<file path="src/sv/mcp_pkg.sv">
// Shared types, constants and character tables for the motor command parser.
// Used by mcp_front, mcp_queue, mcp_back and motor_command_parser.
`default_nettype none

package mcp_pkg;

	// Line parser phases.
	typedef enum logic [2:0] {
		PH_LEAD,
		PH_BODY,
		PH_FIELD1,
		PH_FIELD2,
		PH_DEAD
	} phase_t;

	// Number reader phases.
	typedef enum logic [1:0] {
		NUM_SKIP,
		NUM_DIGIT,
		NUM_STOP
	} num_phase_t;

	// Classified commands, keyword codes first in table order.
	typedef enum logic [2:0] {
		CMD_FWD,
		CMD_BWD,
		CMD_LEFT,
		CMD_RIGHT,
		CMD_STOP,
		CMD_MOTOR
	} cmd_t;

	// Queue status seen by both sides of the queue.
	typedef struct packed {
		logic full;
		logic empty;
	} queue_status_t;

	// Configuration register indexes.
	localparam int unsigned CFG_IDX_W = 2;
	localparam logic [CFG_IDX_W-1:0] REG_STRAIGHT = 2'd0;
	localparam logic [CFG_IDX_W-1:0] REG_TURN     = 2'd1;

	localparam logic [7:0] STRAIGHT_RESET = 8'd200;
	localparam logic [7:0] TURN_RESET     = 8'd150;

	// Queue geometry.
	localparam int unsigned QUEUE_AW    = 2;
	localparam int unsigned QUEUE_DEPTH = 1 << QUEUE_AW;

	// Character codes.
	localparam logic [7:0] CH_NEWLINE = 8'd10;
	localparam logic [7:0] CH_SPACE   = 8'd32;
	localparam logic [7:0] CH_TAB     = 8'd9;
	localparam logic [7:0] CH_CR      = 8'd13;
	localparam logic [7:0] CH_COMMA   = ",";
	localparam logic [7:0] CH_PLUS    = "+";
	localparam logic [7:0] CH_MINUS   = "-";
	localparam logic [7:0] CH_ZERO    = "0";
	localparam logic [7:0] CH_NINE    = "9";

	// Keyword table: five keywords and the motor prefix.
	localparam int unsigned KW_COUNT   = 6;
	localparam int unsigned KW_PREFIX  = 5;
	localparam logic [KW_COUNT-1:0] KW_ALL = '1;

	localparam logic [7:0] KW_TEXT [KW_COUNT][5] = '{
		'{"F", "W", "D", 8'h00, 8'h00},
		'{"B", "W", "D", 8'h00, 8'h00},
		'{"L", "E", "F", "T", 8'h00},
		'{"R", "I", "G", "H", "T"},
		'{"S", "T", "O", "P", 8'h00},
		'{"M", ":", 8'h00, 8'h00, 8'h00}
	};
	localparam logic [2:0] KW_LEN [KW_COUNT] = '{3'd3, 3'd3, 3'd4, 3'd5, 3'd4, 3'd2};

	// Whitespace as the line trimmer and number reader see it.
	function automatic logic is_space(input logic [7:0] c);
		return (c == CH_SPACE) || (c >= CH_TAB && c <= CH_CR);
	endfunction

endpackage

`default_nettype wire

</file>
<file path="src/sv/mcp_front.sv">
// Front end: accepts received bytes, trims and classifies each line, and pushes
// one classified command per valid line into the queue. Depends on mcp_pkg.
`default_nettype none

module mcp_front #(
	parameter int unsigned DUTY_MAX = 255,
	parameter int unsigned MAG_W    = 8,
	parameter int unsigned ENTRY_W  = 5 + 2 * MAG_W
) (
	input  wire logic                   clk,
	input  wire logic                   arst_n,
	input  wire logic                   in_valid,
	input  wire logic [7:0]             rx_byte,
	input  wire logic                   q_full,
	output logic                        push,
	output logic [ENTRY_W-1:0]          push_entry
);

	localparam int unsigned PROD_W = MAG_W + 4;

	mcp_pkg::phase_t                   phase_q, phase_d;
	logic [mcp_pkg::KW_COUNT-1:0]      alive_q, alive_d;
	logic [2:0]                        pos_q, pos_d;
	logic                              trail_q, trail_d;
	mcp_pkg::num_phase_t               num_q, num_d;
	logic                              ffne_q, ffne_d;
	logic                              lneg_q, lneg_d;
	logic [MAG_W-1:0]                  lmag_q, lmag_d;
	logic                              rneg_q, rneg_d;
	logic [MAG_W-1:0]                  rmag_q, rmag_d;

	logic                              accept;
	logic                              c_space;
	logic                              c_digit;
	logic [mcp_pkg::KW_COUNT-1:0]      alive_body;
	logic [2:0]                        pos_inc;
	logic                              kw_found;
	mcp_pkg::cmd_t                     kw_cmd;
	mcp_pkg::cmd_t                     push_cmd;

	// Shared number reader for whichever field is active.
	logic                              fld_neg, fld_neg_n;
	logic [MAG_W-1:0]                  fld_mag, fld_mag_n;
	mcp_pkg::num_phase_t               num_n;
	logic [PROD_W-1:0]                 prod;

	assign accept  = in_valid && !q_full;
	assign c_space = mcp_pkg::is_space(rx_byte);
	assign c_digit = (rx_byte >= mcp_pkg::CH_ZERO) && (rx_byte <= mcp_pkg::CH_NINE);
	assign pos_inc = (pos_q == 3'd7) ? pos_q : pos_q + 3'd1;

	// Keyword candidates that survive this character.
	always_comb begin
		for (int k = 0; k < mcp_pkg::KW_COUNT; k++) begin
			alive_body[k] = alive_q[k] && (pos_q < mcp_pkg::KW_LEN[k]) &&
				(mcp_pkg::KW_TEXT[k][pos_q] == rx_byte);
		end
	end

	// First keyword that is alive and completely matched at line end.
	always_comb begin
		kw_found = 1'b0;
		kw_cmd   = mcp_pkg::CMD_STOP;
		for (int k = 0; k < mcp_pkg::KW_PREFIX; k++) begin
			if (!kw_found && alive_q[k] && pos_q == mcp_pkg::KW_LEN[k]) begin
				kw_found = 1'b1;
				kw_cmd   = mcp_pkg::cmd_t'(3'(k));
			end
		end
	end

	// One character step of the number reader.
	always_comb begin
		fld_neg = (phase_q == mcp_pkg::PH_FIELD2) ? rneg_q : lneg_q;
		fld_mag = (phase_q == mcp_pkg::PH_FIELD2) ? rmag_q : lmag_q;
		prod    = (PROD_W'(fld_mag) << 3) + (PROD_W'(fld_mag) << 1) +
			PROD_W'(rx_byte[3:0]);
		fld_neg_n = fld_neg;
		fld_mag_n = fld_mag;
		num_n     = num_q;
		if (num_q != mcp_pkg::NUM_STOP) begin
			if (c_digit) begin
				fld_mag_n = (prod > PROD_W'(DUTY_MAX)) ? MAG_W'(DUTY_MAX) : prod[MAG_W-1:0];
				num_n     = mcp_pkg::NUM_DIGIT;
			end else if (num_q == mcp_pkg::NUM_SKIP &&
				(rx_byte == mcp_pkg::CH_PLUS || rx_byte == mcp_pkg::CH_MINUS)) begin
				fld_neg_n = (rx_byte == mcp_pkg::CH_MINUS);
				num_n     = mcp_pkg::NUM_DIGIT;
			end else if (!(num_q == mcp_pkg::NUM_SKIP && c_space)) begin
				num_n = mcp_pkg::NUM_STOP;
			end
		end
	end

	// Next state of the line parser and the push toward the queue.
	always_comb begin
		phase_d  = phase_q;
		alive_d  = alive_q;
		pos_d    = pos_q;
		trail_d  = trail_q;
		num_d    = num_q;
		ffne_d   = ffne_q;
		lneg_d   = lneg_q;
		lmag_d   = lmag_q;
		rneg_d   = rneg_q;
		rmag_d   = rmag_q;
		push     = 1'b0;
		push_cmd = kw_cmd;
		if (accept) begin
			if (rx_byte == mcp_pkg::CH_NEWLINE) begin
				if (phase_q == mcp_pkg::PH_BODY) begin
					push = kw_found;
				end else if (phase_q == mcp_pkg::PH_FIELD2) begin
					push     = 1'b1;
					push_cmd = mcp_pkg::CMD_MOTOR;
				end
				phase_d = mcp_pkg::PH_LEAD;
				alive_d = mcp_pkg::KW_ALL;
				pos_d   = 3'd0;
				trail_d = 1'b0;
				num_d   = mcp_pkg::NUM_SKIP;
				ffne_d  = 1'b0;
				lneg_d  = 1'b0;
				lmag_d  = '0;
				rneg_d  = 1'b0;
				rmag_d  = '0;
			end else begin
				case (phase_q)
					mcp_pkg::PH_LEAD, mcp_pkg::PH_BODY: begin
						if (phase_q == mcp_pkg::PH_BODY || !c_space) begin
							phase_d = mcp_pkg::PH_BODY;
							if (c_space) begin
								trail_d = 1'b1;
							end else if (trail_q) begin
								phase_d = mcp_pkg::PH_DEAD;
							end else begin
								alive_d = alive_body;
								pos_d   = pos_inc;
								if (alive_body[mcp_pkg::KW_PREFIX] && pos_inc == 3'd2) begin
									phase_d = mcp_pkg::PH_FIELD1;
									num_d   = mcp_pkg::NUM_SKIP;
								end else if (alive_body == '0) begin
									phase_d = mcp_pkg::PH_DEAD;
								end
							end
						end
					end
					mcp_pkg::PH_FIELD1: begin
						if (rx_byte == mcp_pkg::CH_COMMA) begin
							if (ffne_q) begin
								phase_d = mcp_pkg::PH_FIELD2;
								num_d   = mcp_pkg::NUM_SKIP;
							end else begin
								phase_d = mcp_pkg::PH_DEAD;
							end
						end else begin
							ffne_d = 1'b1;
							num_d  = num_n;
							lneg_d = fld_neg_n;
							lmag_d = fld_mag_n;
						end
					end
					mcp_pkg::PH_FIELD2: begin
						num_d  = num_n;
						rneg_d = fld_neg_n;
						rmag_d = fld_mag_n;
					end
					default: begin
					end
				endcase
			end
		end
	end

	assign push_entry = {push_cmd, lneg_q, lmag_q, rneg_q, rmag_q};

	// Parser state registers.
	always_ff @(posedge clk or negedge arst_n) begin
		if (!arst_n) begin
			phase_q <= mcp_pkg::PH_LEAD;
			alive_q <= mcp_pkg::KW_ALL;
			pos_q   <= 3'd0;
			trail_q <= 1'b0;
			num_q   <= mcp_pkg::NUM_SKIP;
			ffne_q  <= 1'b0;
			lneg_q  <= 1'b0;
			lmag_q  <= '0;
			rneg_q  <= 1'b0;
			rmag_q  <= '0;
		end else begin
			phase_q <= phase_d;
			alive_q <= alive_d;
			pos_q   <= pos_d;
			trail_q <= trail_d;
			num_q   <= num_d;
			ffne_q  <= ffne_d;
			lneg_q  <= lneg_d;
			lmag_q  <= lmag_d;
			rneg_q  <= rneg_d;
			rmag_q  <= rmag_d;
		end
	end

endmodule

`default_nettype wire

</file>
<file path="src/sv/mcp_queue.sv">
// Short command queue between the parser front end and the output back end.
// Depends on mcp_pkg for its depth and status struct.
`default_nettype none

module mcp_queue #(
	parameter int unsigned ENTRY_W = 21
) (
	input  wire logic                   clk,
	input  wire logic                   arst_n,
	input  wire logic                   push,
	input  wire logic [ENTRY_W-1:0]     push_entry,
	input  wire logic                   pop,
	output logic [ENTRY_W-1:0]          head_entry,
	output mcp_pkg::queue_status_t      status
);

	logic [ENTRY_W-1:0]           mem_q [mcp_pkg::QUEUE_DEPTH];
	logic [mcp_pkg::QUEUE_AW-1:0] wr_ptr_q;
	logic [mcp_pkg::QUEUE_AW-1:0] rd_ptr_q;
	logic [mcp_pkg::QUEUE_AW:0]   count_q;

	assign status.full  = (count_q == (mcp_pkg::QUEUE_AW + 1)'(mcp_pkg::QUEUE_DEPTH));
	assign status.empty = (count_q == '0);
	assign head_entry   = mem_q[rd_ptr_q];

	// Entry storage.
	always_ff @(posedge clk) begin
		if (push) begin
			mem_q[wr_ptr_q] <= push_entry;
		end
	end

	// Pointers and fill count.
	always_ff @(posedge clk or negedge arst_n) begin
		if (!arst_n) begin
			wr_ptr_q <= '0;
			rd_ptr_q <= '0;
			count_q  <= '0;
		end else begin
			if (push) begin
				wr_ptr_q <= wr_ptr_q + 1'b1;
			end
			if (pop) begin
				rd_ptr_q <= rd_ptr_q + 1'b1;
			end
			if (push && !pop) begin
				count_q <= count_q + 1'b1;
			end else if (pop && !push) begin
				count_q <= count_q - 1'b1;
			end
		end
	end

endmodule

`default_nettype wire

</file>
<file path="src/sv/mcp_back.sv">
// Back end: turns a queued command into motor directions and duties and holds
// the result in the output register. Depends on mcp_pkg.
`default_nettype none

module mcp_back #(
	parameter int unsigned DUTY_MAX = 255,
	parameter int unsigned MAG_W    = 8,
	parameter int unsigned ENTRY_W  = 5 + 2 * MAG_W
) (
	input  wire logic                   clk,
	input  wire logic                   arst_n,
	input  wire logic [7:0]             straight_speed,
	input  wire logic [7:0]             turn_speed,
	input  wire logic [ENTRY_W-1:0]     head_entry,
	input  wire logic                   q_empty,
	output logic                        pop,
	output logic                        out_valid,
	input  wire logic                   out_stall,
	output logic                        left_reverse,
	output logic [7:0]                  left_duty,
	output logic                        right_reverse,
	output logic [7:0]                  right_duty
);

	mcp_pkg::cmd_t    cmd;
	logic             lneg;
	logic [MAG_W-1:0] lmag;
	logic             rneg;
	logic [MAG_W-1:0] rmag;
	logic [7:0]       s_clamp;
	logic [7:0]       t_clamp;
	logic             l_rev_d, r_rev_d;
	logic [7:0]       l_duty_d, r_duty_d;
	logic             valid_q;

	assign {cmd, lneg, lmag, rneg, rmag} = head_entry;

	// Keyword speeds never exceed the duty limit.
	assign s_clamp = (17'(straight_speed) > 17'(DUTY_MAX)) ? 8'(DUTY_MAX) : straight_speed;
	assign t_clamp = (17'(turn_speed) > 17'(DUTY_MAX)) ? 8'(DUTY_MAX) : turn_speed;

	// Motor commands for each command code; zero duty always reads as forward.
	always_comb begin
		case (cmd)
			mcp_pkg::CMD_FWD: begin
				l_rev_d = 1'b0; l_duty_d = s_clamp;
				r_rev_d = 1'b0; r_duty_d = s_clamp;
			end
			mcp_pkg::CMD_BWD: begin
				l_rev_d = (s_clamp != 8'd0); l_duty_d = s_clamp;
				r_rev_d = (s_clamp != 8'd0); r_duty_d = s_clamp;
			end
			mcp_pkg::CMD_LEFT: begin
				l_rev_d = (t_clamp != 8'd0); l_duty_d = t_clamp;
				r_rev_d = 1'b0;              r_duty_d = t_clamp;
			end
			mcp_pkg::CMD_RIGHT: begin
				l_rev_d = 1'b0;              l_duty_d = t_clamp;
				r_rev_d = (t_clamp != 8'd0); r_duty_d = t_clamp;
			end
			mcp_pkg::CMD_MOTOR: begin
				l_rev_d = lneg && (lmag != '0); l_duty_d = 8'(lmag);
				r_rev_d = rneg && (rmag != '0); r_duty_d = 8'(rmag);
			end
			default: begin
				l_rev_d = 1'b0; l_duty_d = 8'd0;
				r_rev_d = 1'b0; r_duty_d = 8'd0;
			end
		endcase
	end

	assign pop       = !q_empty && (!valid_q || !out_stall);
	assign out_valid = valid_q;

	// Output valid flag.
	always_ff @(posedge clk or negedge arst_n) begin
		if (!arst_n) begin
			valid_q <= 1'b0;
		end else if (!valid_q || !out_stall) begin
			valid_q <= !q_empty;
		end
	end

	// Output payload register, loaded on every transfer out of the queue.
	always_ff @(posedge clk) begin
		if (pop) begin
			left_reverse  <= l_rev_d;
			left_duty     <= l_duty_d;
			right_reverse <= r_rev_d;
			right_duty    <= r_duty_d;
		end
	end

endmodule

`default_nettype wire

</file>
<file path="src/sv/motor_command_parser.sv">
// Motor command parser top level: configuration registers, parser front end,
// command queue and output back end. Depends on mcp_pkg and the mcp_* modules.
// Throughput: one byte per cycle while not stalled; a result goes through the queue and the output register.
// The input stalls only while the four-entry queue is full behind a stalled output.
// Reset clears the parser state, queue and output valid; speeds return to 200 and 150.
`default_nettype none

module motor_command_parser #(
	parameter int unsigned DUTY_MAX = 255
) (
	input  wire logic                          clk,
	input  wire logic                          arst_n,
	input  wire logic                          cfg_wr_en,
	input  wire logic [mcp_pkg::CFG_IDX_W-1:0] cfg_index,
	input  wire logic [7:0]                    cfg_data,
	input  wire logic                          in_valid,
	output logic                               in_stall,
	input  wire logic [7:0]                    rx_byte,
	output logic                               out_valid,
	input  wire logic                          out_stall,
	output logic                               left_reverse,
	output logic [7:0]                         left_duty,
	output logic                               right_reverse,
	output logic [7:0]                         right_duty
);

	localparam int unsigned MAG_W   = $clog2(DUTY_MAX + 1);
	localparam int unsigned ENTRY_W = 5 + 2 * MAG_W;

	logic [7:0]             straight_q;
	logic [7:0]             turn_q;
	logic                   push;
	logic [ENTRY_W-1:0]     push_entry;
	logic                   pop;
	logic [ENTRY_W-1:0]     head_entry;
	mcp_pkg::queue_status_t q_status;

	assign in_stall = q_status.full;

	// Configuration registers.
	always_ff @(posedge clk or negedge arst_n) begin
		if (!arst_n) begin
			straight_q <= mcp_pkg::STRAIGHT_RESET;
			turn_q     <= mcp_pkg::TURN_RESET;
		end else if (cfg_wr_en) begin
			case (cfg_index)
				mcp_pkg::REG_STRAIGHT: straight_q <= cfg_data;
				mcp_pkg::REG_TURN:     turn_q     <= cfg_data;
				default: begin
				end
			endcase
		end
	end

	mcp_front #(
		.DUTY_MAX (DUTY_MAX),
		.MAG_W    (MAG_W),
		.ENTRY_W  (ENTRY_W)
	) u_front (
		.clk        (clk),
		.arst_n     (arst_n),
		.in_valid   (in_valid),
		.rx_byte    (rx_byte),
		.q_full     (q_status.full),
		.push       (push),
		.push_entry (push_entry)
	);

	mcp_queue #(
		.ENTRY_W (ENTRY_W)
	) u_queue (
		.clk        (clk),
		.arst_n     (arst_n),
		.push       (push),
		.push_entry (push_entry),
		.pop        (pop),
		.head_entry (head_entry),
		.status     (q_status)
	);

	mcp_back #(
		.DUTY_MAX (DUTY_MAX),
		.MAG_W    (MAG_W),
		.ENTRY_W  (ENTRY_W)
	) u_back (
		.clk            (clk),
		.arst_n         (arst_n),
		.straight_speed (straight_q),
		.turn_speed     (turn_q),
		.head_entry     (head_entry),
		.q_empty        (q_status.empty),
		.pop            (pop),
		.out_valid      (out_valid),
		.out_stall      (out_stall),
		.left_reverse   (left_reverse),
		.left_duty      (left_duty),
		.right_reverse  (right_reverse),
		.right_duty     (right_duty)
	);

	// The front end never writes into a full queue.
	assert property (@(posedge clk) disable iff (!arst_n) push |-> !q_status.full)
		else $error("command pushed into a full queue");

	// The back end never reads an empty queue.
	assert property (@(posedge clk) disable iff (!arst_n) pop |-> !q_status.empty)
		else $error("command popped from an empty queue");

	// A waiting command reaches an empty output register in the next cycle.
	assert property (@(posedge clk) disable iff (!arst_n)
		(!q_status.empty && !out_valid) |=> out_valid)
		else $error("queued command did not reach the output register");

endmodule

`default_nettype wire

</file>
<file path="config.mk">
export PLATFORM = sky130hd
export DESIGN_NAME = motor_command_parser
export DESIGN_NICKNAME = d
export VERILOG_FILES = /design/src/sv/mcp_pkg.sv /design/src/sv/mcp_front.sv /design/src/sv/mcp_queue.sv /design/src/sv/mcp_back.sv /design/src/sv/motor_command_parser.sv
export SDC_FILE = /design/constraint.sdc
export NUM_CORES = 1
export LEC_CHECK = 0
export BUFFER_PORTS_ARGS = -buffer_cell sky130_fd_sc_hd__clkbuf_2
export CAP_MARGIN = 10
export CORE_ASPECT_RATIO = 0.8
export CORE_MARGIN = 5
export CORE_UTILIZATION = 47
export CTS_CLUSTER_SIZE = 12
export DETAILED_ROUTE_END_ITERATION = 12
export SLEW_MARGIN = 30
export SYNTH_ARGS = -nofsm -noshare
export SYNTH_HDL_FRONTEND = slang
export SYNTH_SLANG_ARGS = --single-unit
</file>
<file path="constraint.sdc">
create_clock -name clk -period 3.9 [get_ports clk]
set_input_delay 0.78 -clock clk [delete_from_list [all_inputs] [get_ports clk]]
set_output_delay 0.78 -clock clk [all_outputs]
set_load 0.1 [all_outputs]
</file>
==> results of run 1 <==
metal layers:
metal,vias up,global-route usage,wire length [microns]
li1,2487,-,-
met1,2643,0.269,8480
met2,131,0.281,8000
met3,17,0.0419,794
met4,0,0.0556,238
met5,-,0,0
layout by cell type (no fill, tap or decap), types with 13 or more instances in the layout:
cell	netlist	layout
clkbuf_2	0	41
nand2_1	43	42
mux4_2	21	21
o21ai_0	26	26
edfxtp_1	102	102
dfstp_2	13	13
mux2i_1	15	13
mux2_2	22	22
dfrtp_1	45	45
nand2b_1	16	16
buf_4	1	25
a21oi_1	20	19
o21ai_1	15	14
inv_1	18	18
a21o_1	22	22
ha_1	25	25
clkbuf_16	0	17
nor2_1	36	36
final cells by class:
| class | count | share of cell area |
|---|---|---|
| clock inverters | 13 | 0.0132 |
| inverters | 18 | 0.00736 |
| multi-input cells | 415 | 0.364 |
| clock buffers | 19 | 0.0486 |
| repair buffers | 67 | 0.0436 |
| flip-flops and latches | 160 | 0.493 |
| well taps | 220 | 0.0300 |
per-stage QoR:
stage	setup TNS [ns]	utilization	setup slack [ns]
after floorplan	0	-	0.353
after global placement	0	0.515	0.109
after detailed placement	-0.0139	0.515	-0.0139
after CTS	0	0.549	0.0157
after global routing	-0.111	0.551	-0.0292
final	0	0.551	0.193
power by group through the flow:
stage                     combinational (mW)  sequential [mW]  clock [mW]
final                                   2.21             2.32        1.59
after global routing                    2.36             2.36        1.69
after CTS                               2.21             2.32        1.62
after detailed placement                2.20             2.35           0
after global placement                  2.18             2.34           0
after floorplan                         1.12             2.97           0
worst paths after layout:
kind / startpoint / endpoint / slack [ns]
setup / recovery: u_front.phase_q[0]$_DFFE_PN0P_ / u_front.lmag_q[6]$_DFFE_PN0P_ / 0.19
hold / removal: arst_n / u_queue.rd_ptr_q[0]$_DFFE_PN0P_ / 0.40
setup reg to reg: u_front.phase_q[0]$_DFFE_PN0P_ / u_front.lmag_q[6]$_DFFE_PN0P_ / 0.19
hold reg to reg: u_queue.count_q[2]$_DFFE_PN0P_ / u_queue.count_q[2]$_DFFE_PN0P_ / 0.48
max in group asynchronous: arst_n / u_front.alive_q[3]$_DFFE_PN1P_ / 2.79
min in group clk: u_queue.count_q[2]$_DFFE_PN0P_ / u_queue.count_q[2]$_DFFE_PN0P_ / 0.48
cell families after synthesis:
logic type               count (synthesis)  share of synthesized area
XOR/XNOR                                20                     0.0218
flip-flops                             160                      0.564
adder cells (fa/ha/maj)                 28                     0.0465
AO/OA/AOI/OAI                          133                      0.112
buffers and inverters                   48                     0.0257
AND/OR/NAND/NOR                        174                      0.118
multiplexers                            60                      0.111
registers in the layout, indices dropped and copies added, names as in the netlist, 6 cells and up:
| name | count |
|---|---|
| u_back.right_duty | 8 |
| u_queue.mem_q | 84 |
| u_back.left_duty | 8 |
| u_front.alive_q | 6 |
| u_front.rmag_q | 8 |
| u_front.lmag_q | 8 |
| straight_q | 8 |
| turn_q | 8 |
timing repair:
action / CTS / global route
endpoints found under the setup margin: 1 / 16
resized for setup: 2 / 9
pin swaps: 0 / 0
==> summary.txt, run 1 <==
Layout
  • Register Area: 4530 sq um
  • Final std cells w/o fill: 912
  • Nets@finish: 730
  • Fillers: 1400
  • Area grow syn2layout: 14.4%
  • Design area: 9190 sq um
  • Footprint of the multi-input gates: 3340 sq um
  • Share of cells above drive strength 1: 0.259
  • Diode count: 0

Clocking
  • Clock-pin slew on the worst setup and hold paths: 0.07 ns
  • Hold-fix buffers, CTS: 0
  • Max clock buf depth: 2
  • H-tree levels: 4
  • Worst-Skew Late Latency: 0.42 ns
  • Clk sink count: 160
  • CTS tree: built
  • Postcts setup bufs: 0
  • Root Buffer: clkbuf_16
  • Total CTS buffers: 17

Global route
  • Global route total overflow: 0
  • Number of global-route vias before repair: 5189
  • GRT Resource Usage Total: 0.185
  • Initial antenna violation count: 0
  • Largest net degree at the start of global routing: 42
  • First-pass GRT wire length: 28500 microns

Route
  • Vias: 5278
  • Routed len/inst: 19.2 microns
  • Initial DRC Count: 467
  • Vias per inst: 5.79
  • Drt pass-1 iters: 4
  • Post-detailed-route count of antenna-violating nets: 0
  • Final wirelength: 17500 microns
  • Drc violations: 0

Synth
  • Cell Area, Synth: 8030 sq um
  • Post-synthesis async set-or-reset flop share: 0.363
  • Yosys Warn Count: 0
  • Syn Inst Count: 623
  • Synth Net Count: 674
  • Sequential cell area fraction in the yosys report: 0.564
  • Cell taking the most area after synthesis: edfxtp_1
  • Synth area leaders: edfxtp_1 38%, dfrtp_1 14%, mux4_2 5.9%, dfstp_2 4.3%, ha_1 3.9%
  • Syn Area/Cell: 12.9 sq um
  • Synth top area share: 0.382
  • Most frequent cell after synthesis: edfxtp_1
  • Top post-synthesis cells by count: 102 x edfxtp_1, 45 x dfrtp_1, 43 x nand2_1
  • Main flop type after synthesis: edfxtp_1
  • Number of flops mapped to enable cells by yosys: 102
  • Yosys cell types: 71
  • #FFs+latches synth: 160

Pwr
  • Peak supply drop: 383 uV
  • Internal power: 3.65 mW
  • Leak: 3.80 nW
  • Sw Ratio: 0.403
  • Combinational cell fraction of total power: 0.361
  • Clock share of power: 0.259
  • NetSw: 2.47 mW
  • Sequential share of power: 0.379
  • Pwr Density: 667 nW/um^2
  • Tot Pwr: 6.12 mW

Placed design
  • Placer Congestion: 0.855
  • Placed Cells: 880
  • Hpwl dp: 12400 microns
  • Area after DPL: 8580 sq um
  • IO buf count: 42

Floorplan
  • Row count: 42
  • Die Footprint: 19800 sq um
  • Die span in y: 127 microns
  • Initial Utilization: 0.482
  • Die W: 156 microns
  • Core ar.: 16700 sq um
  • Top Ports: 43

Timing
  • Period utilisation layout: 0.951
  • Fin. max-slew vios: 0
  • RSZ-0062 raised after global routing: yes
  • Max Freq: 270 MHz
  • Least-Margin Pin Slew: 0.863 ns
  • Clock skew: 0.0113 ns
  • Final setup fails: 0
  • Final min period: 3.71 ns
  • Hold Slack: 0.398 ns
  • Final Hold Viols: 0
  • Slew HR: 0.410

Setup path
  • Startpoint Class: flip-flop
  • Worst Setup End Kind: flip-flop
  • Critical path class: flip-flop to flip-flop
  • R2R cell count: 12
  • Worst-path fanout max: 8
  • Top Family by Delay on Critical Path: compound AO/OA/AOI/OAI gates
  • Crit path largest cell delay: 0.50 ns
  • Crit path arrival time: 3.99 ns
  • Worst path slowest cell: o311ai_0
  • Crit path depth: 12
  • Buf+Inv Stages, Crit Path: 1
  • Worst-path cell chain: nor2b_2, and2_1, mux2i_2, fa_1, inv_1, ha_1, a21o_1, a21oi_1, o211a_1, o2111ai_2, o311ai_0, o21ai_1
  • Required @ worst endpoint: 4.18 ns

Run status
  • Status: completed

Hold path
  • Worst hold path class: primary input to async pin

Flow run
  • Max-Cap Viols: 0
(Power assumes the default switching activity.)
==> inputs of run 2 (changes only) <==
- MAX_ROUTING_LAYER: default -> met4
==> run 2 against run 1 <==
  * Clock power fell by 3%
  * Largest cell class unchanged
  * Via count fell by 0.23%
  * Maximum frequency rose by 2.0%
  * Critical path type unchanged
  * Clock skew rose by 0.0025 ns
  * Worst setup slack improved by 0.072 ns
  * Non-clock buffer count did not move
==> summary.txt, run 2 (synthesis results as in run 1) <==
Setup path
  • Worst path slowest cell: dfrtp_1
  • Worst Setup End Kind: flip-flop
  • Worst-path cell chain: nor2b_1, and2_1, buf_4, mux2_2, ha_1, ha_1, inv_1, nor3_1, o211a_1, o2111ai_4, o311ai_1, o21ai_1
  • Crit path arrival time: 3.91 ns
  • Worst-path fanout max: 8
  • Critical path class: flip-flop to flip-flop
  • Required @ worst endpoint: 4.18 ns
  • Crit path largest cell delay: 0.44 ns
  • Crit path top cell by count: ha_1
  • Startpoint Class: flip-flop

Floorplan
  • Initial Utilization: 0.482
  • Die W: 156 microns
  • Row count: 42
  • Top Ports: 43
  • Die span in y: 127 microns
  • Die Footprint: 19800 sq um
  • Core ar.: 16700 sq um

Global route
  • GRT Resource Usage Total: 0.191
  • Initial antenna violation count: 0
  • Largest net degree at the start of global routing: 36
  • Number of global-route vias before repair: 5273
  • Global route total overflow: 0
  • First-pass GRT wire length: 28500 microns

Route
  • Drc violations: 0
  • Routed len/inst: 19.2 microns
  • Vias per inst: 5.77
  • Final wirelength: 17500 microns
  • Post-detailed-route count of antenna-violating nets: 0
  • Initial DRC Count: 430
  • Drt pass-1 iters: 6
  • Vias: 5266

Layout
  • Share of cells above drive strength 1: 0.256
  • Top reg by flops: u_queue.mem_q
  • Area grow syn2layout: 14.4%
  • Footprint of the multi-input gates: 3360 sq um
  • Fillers: 1362
  • Nets@finish: 730
  • Register Area: 4530 sq um
  • Diode count: 0
  • Commonest non-fill, non-tap cell in the layout: edfxtp_1
  • Number of flip-flops in the largest register: 84
  • Most frequent cells in the layout: 102 x edfxtp_1, 45 x dfrtp_1, 43 x nand2_1

Clocking
  • Clock-pin slew on the worst setup and hold paths: 0.07 ns
  • Total CTS buffers: 17
  • Root Buffer: clkbuf_16
  • Postcts setup bufs: 0
  • H-tree levels: 4
  • Max clock buf depth: 2
  • Worst-Skew Late Latency: 0.42 ns
  • CTS tree: built
  • Clk sink count: 160

Placed design
  • Hpwl dp: 12400 microns
  • Placer Congestion: 0.855
  • IO buf count: 42

Timing
  • Final Hold Viols: 0
  • Period utilisation layout: 0.932
  • RSZ-0062 raised after global routing: no
  • Slew HR: 0.386
  • Final setup fails: 0
  • Setup TNS: 0 ns
  • Clock skew: 0.0138 ns
  • Least-Margin Pin Slew: 0.897 ns
  • Final min period: 3.63 ns
  • Max Freq: 275 MHz
  • Fin. max-slew vios: 0

Pwr
  • Leak: 3.78 nW
  • Pwr Density: 663 nW/um^2
  • Tot Pwr: 6.08 mW
  • Peak supply drop: 362 uV

Run status
  • Status: completed

Hold path
  • Worst hold path class: primary input to async pin

Flow run
  • Max-Cap Viols: 0
[run 2: changes by cell type in the layout (fill, tap and decap cells not counted), moves of 2 or more]
cell and delta:
inv_4 -3, clkbuf_4 -2, clkinvlp_4 +2, o311ai_2 +2
[run 2: what timing repair did]
| item | in CTS | in global routing |
|---|---|---|
| gates resized for setup | 1 | 11 |
| gates cloned | 0 | 0 |
| hold buffers | 0 | 0 |
| setup endpoints to repair | 4 | 16 |
[run 2: final timing paths]
kind / startpoint / endpoint / slack [ns] / cells past startpoint
worst max-delay path: u_front.phase_q[0]$_DFFE_PN0P_ / u_front.lmag_q[6]$_DFFE_PN0P_ / 0.27 / 12
worst min-delay path: arst_n / u_queue.rd_ptr_q[0]$_DFFE_PN0P_ / 0.38 / 1
worst max register to register: u_front.phase_q[0]$_DFFE_PN0P_ / u_front.lmag_q[6]$_DFFE_PN0P_ / 0.27 / 12
worst min register to register: u_queue.count_q[2]$_DFFE_PN0P_ / u_queue.count_q[2]$_DFFE_PN0P_ / 0.49 / 1
max in group asynchronous: arst_n / u_front.alive_q[1]$_DFFE_PN1P_ / 2.54 / 2
min in group clk: u_queue.count_q[2]$_DFFE_PN0P_ / u_queue.count_q[2]$_DFFE_PN0P_ / 0.49 / 1
[run 2: power by group]
part,total (mW),internal (mW),switching (mW)
logic,2.22,0.692,1.53
registers,2.31,2.09,0.217
clock network,1.55,0.837,0.712
total,6.08,3.62,2.46
[run 2: area by class of cell]
cell class,instances,area share
Clock buffer,18,0.0468
Clock inverter,14,0.0134
Inverter,18,0.00736
Multi-Input combinational cell,415,0.366
Sequential cell,160,0.494
Tap cell,220,0.0300
Timing Repair Buffer,67,0.0433
[run 2: routing by layer]
layer	up-vias	global-route usage	wire length (microns)
met1	2608	0.271	8530
met2	154	0.278	7830
met5	-	-	0
li1	2491	-	-
met4	0	0.0561	199
met3	13	0.0419	915
[run 2: worst max-delay path, delay by kind of cell, from the launching register on]
kind / cells / cell delay, ns
and+or+nand+nor: 3 / 0.76
DFF: 1 / 0.44
buffers and inverters: 2 / 0.27
AOI/OAI and AO/OA: 4 / 1.03
muxes: 1 / 0.38
adders and majority gates: 2 / 0.61
[run 2: stage by stage]
stage | std cells | area (sq um) | worst slack (ns) | hold slack [ns] | util
floorplan | 623 | 8030 | 0.353 | 0.454 | -
global placement | 880 | 8580 | 0.0954 | 0.470 | 0.515
detailed placement | 880 | 8580 | -0.0266 | 0.484 | 0.515
CTS | 912 | 9130 | -0.0189 | 0.391 | 0.548
global route | 912 | 9180 | 0.000792 | 0.415 | 0.551
finish | 912 | 9180 | 0.265 | 0.383 | 0.551
